**src/hdl/ftsa_pkg.sv**
```systemverilog
`default_nettype none

package ftsa_pkg;

    localparam int TIME_W    = 63;
    localparam int DUR_W     = 32;
    localparam int IDX_W     = 64;
    localparam int LOST_W    = 32;
    localparam int STAT_W    = 2;
    localparam int CFG_IDX_W = 1;
    localparam int CFG_W     = 63;

    localparam logic [DUR_W-1:0] DUR_RESET = 32'd33333333;

    // result status codes
    localparam logic [STAT_W-1:0] ST_IN_ORDER  = 2'd0;
    localparam logic [STAT_W-1:0] ST_DISCONT   = 2'd1;
    localparam logic [STAT_W-1:0] ST_SKIPPED   = 2'd2;
    localparam logic [STAT_W-1:0] ST_BACKWARDS = 2'd3;

    // configuration register indexes
    localparam logic [CFG_IDX_W-1:0] CFG_DURATION = 1'b0;
    localparam logic [CFG_IDX_W-1:0] CFG_BASE     = 1'b1;

    typedef enum logic [3:0] {
        S_IDLE,
        S_BASE,
        S_DUR,
        S_CHECK,
        S_DIV,
        S_RND1,
        S_RND2,
        S_UPD,
        S_OUT
    } t_seq_state;

    typedef struct packed {
        logic              start;
        logic [TIME_W-1:0] dividend;
        logic [DUR_W-1:0]  divisor;
    } t_div_req;

    typedef struct packed {
        logic              done;
        logic [TIME_W-1:0] quotient;
        logic [DUR_W-1:0]  remainder;
    } t_div_rsp;

endpackage

`default_nettype wire

```
**src/hdl/ftsa_divider.sv**
```systemverilog
`default_nettype none

module ftsa_divider
    import ftsa_pkg::*;
(
    input  wire logic     i_clk,
    input  wire logic     i_rst_n,
    input  wire t_div_req i_req,
    output t_div_rsp      o_rsp
);

    localparam int CNT_W = $clog2(TIME_W);
    localparam logic [CNT_W-1:0] LAST_STEP = CNT_W'(TIME_W - 1);

    logic              r_busy, n_busy;
    logic              r_done, n_done;
    logic [CNT_W-1:0]  r_cnt, n_cnt;
    logic [TIME_W-1:0] r_q, n_q;
    logic [DUR_W-1:0]  r_rem, n_rem;
    logic [DUR_W-1:0]  r_d, n_d;

    logic [DUR_W:0] w_shift;
    logic [DUR_W:0] w_diff;

    // one restoring step per cycle, dividend shifts out as quotient shifts in
    always_comb begin
        w_shift = {r_rem, r_q[TIME_W-1]};
        w_diff  = w_shift - {1'b0, r_d};
        n_busy  = r_busy;
        n_done  = 1'b0;
        n_cnt   = r_cnt;
        n_q     = r_q;
        n_rem   = r_rem;
        n_d     = r_d;
        if (i_req.start) begin
            n_busy = 1'b1;
            n_cnt  = '0;
            n_q    = i_req.dividend;
            n_rem  = '0;
            n_d    = i_req.divisor;
        end else if (r_busy) begin
            if (!w_diff[DUR_W]) begin
                n_rem = w_diff[DUR_W-1:0];
                n_q   = {r_q[TIME_W-2:0], 1'b1};
            end else begin
                n_rem = w_shift[DUR_W-1:0];
                n_q   = {r_q[TIME_W-2:0], 1'b0};
            end
            n_cnt = r_cnt + CNT_W'(1);
            if (r_cnt == LAST_STEP) begin
                n_busy = 1'b0;
                n_done = 1'b1;
            end
        end
    end

    always_ff @(posedge i_clk) begin
        if (!i_rst_n) begin
            r_busy <= 1'b0;
            r_done <= 1'b0;
            r_cnt  <= '0;
        end else begin
            r_busy <= n_busy;
            r_done <= n_done;
            r_cnt  <= n_cnt;
        end
        r_q   <= n_q;
        r_rem <= n_rem;
        r_d   <= n_d;
    end

    assign o_rsp.done      = r_done;
    assign o_rsp.quotient  = r_q;
    assign o_rsp.remainder = r_rem;

endmodule

`default_nettype wire

```
**src/hdl/frame_timestamp_aligner_unit.sv**
```systemverilog
// channel   direction  handshake                  payload
// in        input      i_in_valid / o_in_ready    i_clock_now
// out       output     o_out_valid / i_out_ready  o_status, o_frame_time,
//                                                 o_frame_index, o_lost_frames
// cfg       input      i_cfg_we                   i_cfg_idx, i_cfg_data
//
// a frame goes from accept to result register through the base, duration and
// check states, the 63 steps of the restoring divider (one quotient bit per
// cycle), rounding and update; first and backwards frames skip the divider.
// o_in_ready is high only while the sequencer is idle.
// a finished word waits in the output register; a new frame is accepted
// meanwhile, and the sequencer holds its next result until that word is taken.
// reset is synchronous active low and restores the register defaults.
`default_nettype none

module frame_timestamp_aligner_unit
    import ftsa_pkg::*;
(
    input  wire logic                 i_clk,
    input  wire logic                 i_rst_n,
    input  wire logic                 i_in_valid,
    output logic                      o_in_ready,
    input  wire logic [TIME_W-1:0]    i_clock_now,
    output logic                      o_out_valid,
    input  wire logic                 i_out_ready,
    output logic [STAT_W-1:0]         o_status,
    output logic [TIME_W-1:0]         o_frame_time,
    output logic [IDX_W-1:0]          o_frame_index,
    output logic [LOST_W-1:0]         o_lost_frames,
    input  wire logic                 i_cfg_we,
    input  wire logic [CFG_IDX_W-1:0] i_cfg_idx,
    input  wire logic [CFG_W-1:0]     i_cfg_data
);

    t_seq_state r_state, n_state;

    logic [DUR_W-1:0]  r_dur;
    logic [TIME_W-1:0] r_base;
    logic              r_have, n_have;
    logic [TIME_W-1:0] r_prev, n_prev;
    logic [IDX_W-1:0]  r_offset, n_offset;

    logic [TIME_W-1:0] r_t, n_t;
    logic [TIME_W-1:0] r_q, n_q;
    logic [DUR_W-1:0]  r_rem, n_rem;
    logic [DUR_W-1:0]  r_up, n_up;
    logic              r_fdown, n_fdown;
    logic [IDX_W-1:0]  r_cnt, n_cnt;

    logic [STAT_W-1:0] r_res_st, n_res_st;
    logic [TIME_W-1:0] r_res_ft, n_res_ft;
    logic [IDX_W-1:0]  r_res_fi, n_res_fi;
    logic [LOST_W-1:0] r_res_lf, n_res_lf;

    logic              r_out_valid, n_out_valid;
    logic [STAT_W-1:0] r_o_st, n_o_st;
    logic [TIME_W-1:0] r_o_ft, n_o_ft;
    logic [IDX_W-1:0]  r_o_fi, n_o_fi;
    logic [LOST_W-1:0] r_o_lf, n_o_lf;

    t_div_req w_req;
    t_div_rsp w_rsp;

    logic [DUR_W-1:0]  w_dur;
    logic [TIME_W:0]   w_sub;
    logic [DUR_W+2:0]  w_rem3;
    logic [TIME_W:0]   w_sum;
    logic              w_down;
    logic [IDX_W-1:0]  w_lost64;
    logic [IDX_W-1:0]  w_new_off;

    ftsa_divider u_div (
        .i_clk   (i_clk),
        .i_rst_n (i_rst_n),
        .i_req   (w_req),
        .o_rsp   (w_rsp)
    );

    // a zero duration register acts as one
    assign w_dur = (r_dur == '0) ? DUR_W'(1) : r_dur;

    always_comb begin
        n_state     = r_state;
        n_have      = r_have;
        n_prev      = r_prev;
        n_offset    = r_offset;
        n_t         = r_t;
        n_q         = r_q;
        n_rem       = r_rem;
        n_up        = r_up;
        n_fdown     = r_fdown;
        n_cnt       = r_cnt;
        n_res_st    = r_res_st;
        n_res_ft    = r_res_ft;
        n_res_fi    = r_res_fi;
        n_res_lf    = r_res_lf;
        n_out_valid = r_out_valid && !i_out_ready;
        n_o_st      = r_o_st;
        n_o_ft      = r_o_ft;
        n_o_fi      = r_o_fi;
        n_o_lf      = r_o_lf;
        w_req.start    = 1'b0;
        w_req.dividend = r_t - r_prev;
        w_req.divisor  = w_dur;
        w_sub     = '0;
        w_rem3    = ({3'b000, r_rem} + {2'b00, r_rem, 1'b0}) + (DUR_W+3)'(3);
        w_sum     = {1'b0, r_t} + {{(TIME_W+1-DUR_W){1'b0}}, r_up};
        w_down    = r_fdown || w_sum[TIME_W];
        w_lost64  = r_cnt - IDX_W'(1);
        w_new_off = r_offset + r_cnt;
        o_in_ready = 1'b0;

        case (r_state)
            S_IDLE: begin
                o_in_ready = 1'b1;
                if (i_in_valid) begin
                    n_t     = i_clock_now;
                    n_state = S_BASE;
                end
            end
            S_BASE: begin
                // saturating subtract of the base time
                w_sub   = {1'b0, r_t} - {1'b0, r_base};
                n_t     = w_sub[TIME_W] ? '0 : w_sub[TIME_W-1:0];
                n_state = S_DUR;
            end
            S_DUR: begin
                w_sub   = {1'b0, r_t} - {{(TIME_W+1-DUR_W){1'b0}}, w_dur};
                n_t     = w_sub[TIME_W] ? '0 : w_sub[TIME_W-1:0];
                n_state = S_CHECK;
            end
            S_CHECK: begin
                n_res_fi = r_offset;
                n_res_lf = '0;
                if (!r_have) begin
                    n_have   = 1'b1;
                    n_prev   = r_t;
                    n_res_st = ST_IN_ORDER;
                    n_res_ft = r_t;
                    n_state  = S_OUT;
                end else if (r_t < r_prev) begin
                    n_res_st = ST_BACKWARDS;
                    n_res_ft = '0;
                    n_state  = S_OUT;
                end else begin
                    w_req.start = 1'b1;
                    n_state     = S_DIV;
                end
            end
            S_DIV: begin
                if (w_rsp.done) begin
                    n_q     = w_rsp.quotient;
                    n_rem   = w_rsp.remainder;
                    n_state = S_RND1;
                end
            end
            S_RND1: begin
                // rem < dur/3 is the same as 3*(rem+1) <= dur
                n_up    = w_dur - r_rem;
                n_fdown = (w_rem3 <= {3'b000, w_dur});
                n_state = S_RND2;
            end
            S_RND2: begin
                // rounding up past the time range falls back to rounding down
                if (w_down) begin
                    n_t   = r_t - {{(TIME_W-DUR_W){1'b0}}, r_rem};
                    n_cnt = {1'b0, r_q};
                end else begin
                    n_t   = w_sum[TIME_W-1:0];
                    n_cnt = {1'b0, r_q} + IDX_W'(1);
                end
                n_state = S_UPD;
            end
            S_UPD: begin
                if (r_cnt == '0) begin
                    n_res_st = ST_SKIPPED;
                    n_res_ft = '0;
                    n_res_fi = r_offset;
                    n_res_lf = '0;
                end else begin
                    n_res_st = (r_cnt == IDX_W'(1)) ? ST_IN_ORDER : ST_DISCONT;
                    n_res_ft = r_t;
                    n_res_fi = w_new_off;
                    n_res_lf = (w_lost64[IDX_W-1:LOST_W] != '0) ? '1
                                                              : w_lost64[LOST_W-1:0];
                    n_offset = w_new_off;
                    n_prev   = r_t;
                end
                n_state = S_OUT;
            end
            S_OUT: begin
                if (!r_out_valid || i_out_ready) begin
                    n_out_valid = 1'b1;
                    n_o_st      = r_res_st;
                    n_o_ft      = r_res_ft;
                    n_o_fi      = r_res_fi;
                    n_o_lf      = r_res_lf;
                    n_state     = S_IDLE;
                end
            end
            default: begin
                n_state = S_IDLE;
            end
        endcase
    end

    always_ff @(posedge i_clk) begin
        if (!i_rst_n) begin
            r_state     <= S_IDLE;
            r_dur       <= DUR_RESET;
            r_base      <= '0;
            r_have      <= 1'b0;
            r_prev      <= '0;
            r_offset    <= '0;
            r_out_valid <= 1'b0;
        end else begin
            r_state     <= n_state;
            r_have      <= n_have;
            r_prev      <= n_prev;
            r_offset    <= n_offset;
            r_out_valid <= n_out_valid;
            if (i_cfg_we) begin
                case (i_cfg_idx)
                    CFG_DURATION: r_dur  <= i_cfg_data[DUR_W-1:0];
                    CFG_BASE:     r_base <= i_cfg_data[TIME_W-1:0];
                    default:      r_base <= r_base;
                endcase
            end
        end
        r_t      <= n_t;
        r_q      <= n_q;
        r_rem    <= n_rem;
        r_up     <= n_up;
        r_fdown  <= n_fdown;
        r_cnt    <= n_cnt;
        r_res_st <= n_res_st;
        r_res_ft <= n_res_ft;
        r_res_fi <= n_res_fi;
        r_res_lf <= n_res_lf;
        r_o_st   <= n_o_st;
        r_o_ft   <= n_o_ft;
        r_o_fi   <= n_o_fi;
        r_o_lf   <= n_o_lf;
    end

    assign o_out_valid   = r_out_valid;
    assign o_status      = r_o_st;
    assign o_frame_time  = r_o_ft;
    assign o_frame_index = r_o_fi;
    assign o_lost_frames = r_o_lf;

endmodule

`default_nettype wire

```
**config.mk**
```make
export PLATFORM = sky130hd
export DESIGN_NAME = frame_timestamp_aligner_unit
export DESIGN_NICKNAME = d
export VERILOG_FILES = /design/src/hdl/ftsa_pkg.sv /design/src/hdl/ftsa_divider.sv /design/src/hdl/frame_timestamp_aligner_unit.sv
export SDC_FILE = /design/constraint.sdc
export NUM_CORES = 2
export LEC_CHECK = 0
export BUFFER_PORTS_ARGS = -buffer_cell sky130_fd_sc_hd__buf_4
export CAP_MARGIN = 20
export CORE_AREA = 10 10 317 319
export DETAILED_ROUTE_END_ITERATION = 7
export DIE_AREA = 0 0 327 329
export GPL_TIMING_DRIVEN = 0
export HOLD_SLACK_MARGIN = 0.05
export PLACE_DENSITY = 0.82
export SYNTH_ARGS = -nofsm -noshare
export SYNTH_HDL_FRONTEND = slang
export SYNTH_SLANG_ARGS = --single-unit
export TNS_END_PERCENT = 50
```
**constraint.sdc**
```tcl
create_clock -name i_clk -period 12.6 [get_ports i_clk]
set_clock_uncertainty 0.15 [all_clocks]
set_input_delay 0.63 -clock i_clk [delete_from_list [all_inputs] [get_ports i_clk]]
set_output_delay 0.63 -clock i_clk [all_outputs]
set_load 0.05 [all_outputs]
```
After elaboration in Yosys (flattened, before gate mapping):

Cells that the tools add are included.

* add/subtract/negate cells: 13
* magnitude comparators: 2
* eq/ne operators: 16
* mux-type cells: 44
* bitwise logic cells: 3
* reduce and logical (&&, ||, !) cells: 22

Operator list (number)
* 63-bit two-way mux: 12
* 63-bit case mux with 2 select lines: 2
* 63-bit case mux with 4 select lines: 1
* 32-bit two-way mux: 4
* 64-bit case mux with 2 select lines: 1
* 63-bit by 1-bit adder with 64-bit output (second input constant): 1
* 63-bit by 32-bit adder with 64-bit output: 1
* 64-bit adder: 1
* 64-bit by 1-bit == test with 1-bit output (second input constant): 1
* 64-bit logical NOT: 1
* 64-bit two-way mux: 1
* 32-bit case mux with 2 select lines: 1
* 63-bit by 32-bit subtractor with 64-bit output: 1
* 63-bit by 63-bit subtractor with 64-bit output: 1
* 64-bit by 1-bit subtractor with 64-bit output (second input constant): 1
* 63-bit less-than comparator: 1
* 63-bit by 32-bit subtractor with 63-bit output: 1
* 63-bit subtractor: 1
* 4-bit case mux with 9 select lines: 1
* 34-bit by 2-bit adder with 35-bit output (second input constant): 1
* 35-bit by 32-bit <= comparator with 1-bit output: 1
* 32-bit by 33-bit adder with 34-bit output: 1
* 33-bit by 32-bit subtractor with 33-bit output: 1
* 32-bit logical NOT: 1
* other kinds (26): 61

* bits in registers: 940
* bits of input ports: 132
* output and inout bits: 163
* logic and storage cells: 128

Depth between registers and ports, before layout:

* depth after elaboration: 5
* depth in mapped cells: 24
* mapped depth without buffers: 24

Modules after synthesis:

Synthesis repeated with hierarchy kept, for this count alone.

* cell total of the unflattened synthesis: 6217
* area, all modules: 59221.8 sq um

Modules (own cells, without submodules)
* frame_timestamp_aligner_unit: instances 1, cells an instance 5551, area each 51898.5 sq um, sequential area each 21891.0 sq um
* ftsa_divider: instances 1, cells an instance 666, area each 7323.3 sq um, sequential area each 3653.5 sq um

Worst setup path before layout:

OpenSTA, ideal clock, no wires.

* path type: reg2reg
* from: reg r_state[0]
* to: reg r_res_ft[0] (enable)
* library setup time: 0.590 ns
* arrival: 9.508 ns
* data required time: 11.860 ns
* slack: 2.352 ns
* cell stages (with the launch flop): 4
* path buffers: 0
* clock period less this slack: 10.248 ns
* cell sequence: dfxtp_1 > nand2_1 > nor2_1 > a21boi_0

* cells in the longest elaborated chain, start to end: 3
* elaborated cells on any way between the ends: 5
* those cells by class: 3 x eq/ne; 2 x reduce/logical

Ends and longest elaborated chain
* start, declared: line frame_timestamp_aligner_unit.sv:35 `t_seq_state r_state, n_state;`
* start signal, assigned: line frame_timestamp_aligner_unit.sv:217 `r_state <= n_state;`
* 4-bit by 2-bit == test with 1-bit output / 4-bit by 3-bit == test with 1-bit output (equally long branches): line frame_timestamp_aligner_unit.sv:113 `case (r_state)`
* 3-bit != test (no line) / 2-bit nonzero test (equally long branches)
* 2-bit AND reduction (no line) (*)
* end signal, assigned: line frame_timestamp_aligner_unit.sv:237 `r_res_ft <= n_res_ft;`
* end, declared: line frame_timestamp_aligner_unit.sv:51 `logic [TIME_W-1:0] r_res_ft, n_res_ft;`

Mark *: on every way between the ends. The rest lies on a longest branch, timed or not.
A chain may end at the register's enable or synchronous reset.

Final worst setup path:

* from: reg r_t[1]
* to: reg u_div.r_q[58], data pin

* cells in the longest elaborated chain, start to end: 5
* elaborated cells on any way between the ends: 6
* those cells by class: 1 x add/sub; 1 x order compare; 4 x mux

Ends and longest elaborated chain
* start, declared: line frame_timestamp_aligner_unit.sv:43 `logic [TIME_W-1:0] r_t, n_t;`
* start signal, assigned: line frame_timestamp_aligner_unit.sv:230 `r_t <= n_t;`
* 63-bit less-than comparator: line frame_timestamp_aligner_unit.sv:141 `end else if (r_t < r_prev) begin`
* 1-bit two-way mux: line frame_timestamp_aligner_unit.sv:141
* 1-bit two-way mux: line frame_timestamp_aligner_unit.sv:135 `if (!r_have) begin`
* 1-bit two-way mux: line frame_timestamp_aligner_unit.sv:113
* 63-bit two-way mux (*): line ftsa_divider.sv:35 `if (i_req.start) begin`
* via u_div.n_q[58]: line ftsa_divider.sv:18 `logic [TIME_W-1:0] r_q, n_q;`
* end signal, assigned: line ftsa_divider.sv:67 `r_q <= n_q;`
* end, declared: line ftsa_divider.sv:18

Mark *: on every way through the listed nets, which the timed path passes. The rest lies on a longest branch.

==> flow_metrics.tcl <==
set metrics [dict create \
    status "finished with violations" \
    violations "DRC" \
    critPathLaunchType "flip-flop" \
    die_y_um 329 \
    p_leak_uw 0.0262 \
    yosysTopAreaCell "edfxtp_1" \
    coreArea_sq_um 94300 \
    place_inst 7799 \
    seqPwrFrac 0.333 \
    synth_cell_types 103 \
    syn_inst 6210 \
    clk_pin_slew_ns 0.06 \
    setup_viol 0 \
    synthMuxAreaShare 0.00656 \
    p_sw_uw 4950 \
    critPathCaptureType "flip-flop" \
    p_clk_frac 0.249 \
    instances_no_fill 8038 \
    min_delay_path_depth 3 \
    grt_pass1_wl_um 302000 \
    drive_gt1_frac 0.0860 \
    nets 7279 \
    hold_violations 0 \
    yosysSeqAreaShare 0.434 \
    ys_top_cells_by_area "edfxtp_1 (34%), ha_1 (9.7%), dfxtp_1 (9.1%)" \
    synth-async-reset-ratio 0 \
    reg2reg_depth 15 \
    internal-power_uw 7060 \
    synth_area_per_cell_sq_um 9.49 \
    cp_data_arrival_time_ns 6.64 \
    reg2reg_to "u_div.r_q[58]" \
    gp_congestion 1.03 \
    min_to "r_base[23]" \
    cts_max_level 3 \
    pwr-share-comb 0.418 \
    area_growth_pct 13.9 \
    required_ns 12.89 \
    hp-class "in -> reg" \
    die_x_um 327 \
    critPathMaxFanout 10 \
    worstMarginPinSlew_ns 1.32 \
    rrSetupSlack_ns 6.26 \
    min_period_ns 6.34 \
    yosysMostFrequentCell "nand2_1" \
    overflow 0 \
    syn-cell-area_sq_um 58900 \
    wirelength_um 206000 \
    ys_warn_count 0 \
    holdWs_ns 0.0671 \
    row_count 113 \
    antenna_found_initial 7 \
    synth_fa_ha_area_frac 0.0994 \
    drv_cap 0 \
    synth_top_cell_area_share 0.343 \
    ir_worst_vdd_mv 0.167 \
    path_class "reg -> reg" \
    synth-simple-area-share 0.147 \
    hold_start "i_cfg_data[23]" \
    cts_tree "built" \
    grt_max_degree 66 \
    fin_crit_sh 0.503 \
    p_per_area_nw_per_um2 179 \
    io_buffers 293 \
    synth_nets 6805 \
    cts.sinks 940 \
    max_freq_ghz 0.158 \
    drtIter0Drc 6088 \
    max_slew_margin 0.109 \
    remaining_drc_errors 1 \
    drt_pre_antenna_iters 8 \
    final.fill_count 6940 \
    synth_edf_count 672 \
    post_cts_resized 0 \
    ys_top_cells_by_count "nand2_1 (806), edfxtp_1 (672), a21oi_1 (468), ha_1 (455), o21ai_0 (384)" \
    wire_per_inst_um 25.6 \
    cts_buffer_depth 3 \
    dpl.hpwl_um 161000 \
    ios 295 \
    dieArea_sq_um 108000 \
    grt_setup_unrepaired "no" \
    cts-root-buf "clkbuf_16" \
    synth-xor-area-share 0.0723 \
    grt_pass1_vias 49200 \
    synthFlopType "edfxtp_1" \
    cts_inserted_buffers 98 \
    rr_startpoint "r_t[1]" \
    switching_share 0.412 \
    ant_nets 0 \
    synth_top_family_by_area "compound AO/OA/AOI/OAI gates" \
    synth-compound-area-share 0.198 \
    insertion_delay_ns 0.74 \
    initial_core_util 0.625 \
    report.final.slew_viol_count 0 \
    vias_per_cell 6.39 \
    grt_usage 0.368 \
    ys_ff_latch 940 \
    vias 51300 \
]
-- worst max-delay path by stage --
| stage | startpoint | to | slack (ns) | cells after the start |
|---|---|---|---|---|
| after floorplan | r_state[0] | r_res_ft[0] | 2.35 | 3 |
| after global routing | r_rem[1] | r_fdown | 6.17 | 23 |
| final | r_t[1] | u_div.r_q[58] | 6.26 | 15 |
| after global placement | r_state[0] | r_res_ft[1] | -3.37 | 3 |
| after detailed placement | r_t[1] | u_div.r_q[58] | 6.35 | 14 |
| after CTS | r_t[1] | u_div.r_q[58] | 6.31 | 14 |
-- worst max-delay path, cell delays in order (launching register included) --
cell	delay, ns
edfxtp_1	0.84
inv_1	0.39
fa_1	0.51
nand2b_1	0.19
a21o_1	0.20
a2111oi_0	0.40
dlymetal6s2s_1	0.25
o311ai_0	0.28
a21oi_1	0.53
a31oi_1	0.26
o31ai_1	0.44
a21oi_1	0.19
o21ai_1	0.25
o21ai_0	0.15
xor2_1	0.81
o21ai_0	0.22
-- power by group through the flow --
stage	sequential [uW]	combinational [uW]	clock [uW]
after detailed placement	4010	4780	0
after floorplan	3800	3410	0
final	4000	5020	2990
after CTS	3950	4840	3000
after global placement	4030	4710	0
after global routing	3990	5370	3120
-- per-layer routing --
layer / wire [um] / vias up / GRT usage
li1: - / 23500 / -
met1: 76600 / 24300 / 0.448
met2: 92900 / 2929 / 0.594
met3: 20900 / 619 / 0.0729
met4: 15500 / 6 / 0.245
met5: 30 / - / 0
-- sequential cells by signal, indices dropped and copies added, names as in the netlist, 2 cells and up --
name / count
o_frame_time: 63
u_div.r_rem: 32
r_res_st: 2
r_rem: 32
o_status: 2
r_state: 4
o_frame_index: 64
r_res_ft: 63
o_lost_frames: 32
r_q: 63
r_up: 32
r_cnt: 64
r_dur: 32
r_offset: 64
r_base: 63
r_prev: 63
r_t: 63
r_res_fi: 64
u_div.r_q: 63
u_div.r_cnt: 6
u_div.r_d: 32
r_res_lf: 32
-- timing repair --
item	CTS	global route
hold buffers	45	0
endpoints found under the hold margin	56	0
setup buffers	0	0
-- metrics by stage --
stage / instance area [sq um] / total power (uW) / worst slack, ns / TNS, ns / utilization
finish: 67100 / 12000 / 6.26 / 0 / 0.711
global placement: 62700 / 8730 / -3.37 / -221.41 / 0.665
CTS: 67000 / 11800 / 6.31 / 0 / 0.711
global route: 67100 / 12500 / 6.17 / 0 / 0.711
floorplan: 58900 / 7200 / 2.35 / 0 / -
detailed placement: 63300 / 8800 / 6.35 / 0 / 0.671
-- cell usage in the layout, fill, tap and decap left out, types with 14 or more instances in the layout --
master / n
o21bai_1: 69
a21o_1: 228
nand3_1: 119
buf_2: 23
nor4_1: 46
clkinv_2: 17
and2_1: 87
o21a_1: 59
nor2b_1: 94
edfxtp_1: 672
nand4_1: 108
o21ai_1: 24
or2_2: 14
a21boi_0: 167
xor2_1: 162
dlygate4sd3_1: 45
xnor2_1: 324
nor3_1: 69
or3_1: 36
nand2_1: 805
nand2b_1: 46
dfxtp_1: 268
a21oi_1: 468
and4_1: 14
o21ai_0: 384
and3_1: 53
clkbuf_16: 100
o211ai_1: 57
a31oi_1: 39
ha_1: 455
mux2i_1: 33
a211oi_1: 48
o31ai_1: 15
a222oi_1: 43
inv_1: 344
nor2_1: 292
clkbuf_1: 285
buf_4: 304
-- cell families (layout without fill, tap and decap cells) --
family,count (synthesis),after routing
AO/OA/AOI/OAI,1794,1794
flip-flops,940,940
buffers and inverters,650,1209
XOR/XNOR,486,486
AND/OR/NAND/NOR,1839,1839
adder cells (fa/ha/maj),463,463
other,0,4
multiplexers,38,38
-- area by class of cell --
cell class,count,area [sq um],area share
multi-input cells,4620,30900,0.461
flip-flops and latches,940,25500,0.381
repair buffers,374,3220,0.0479
clock buffers,129,2700,0.0402
well taps,1265,1580,0.0236
inverters,346,1300,0.0194
plain buffers,304,1220,0.0181
clock inverters,56,616,0.00918
diodes,4,10.0,0.000149
Power figures use the tool's default switching activity.
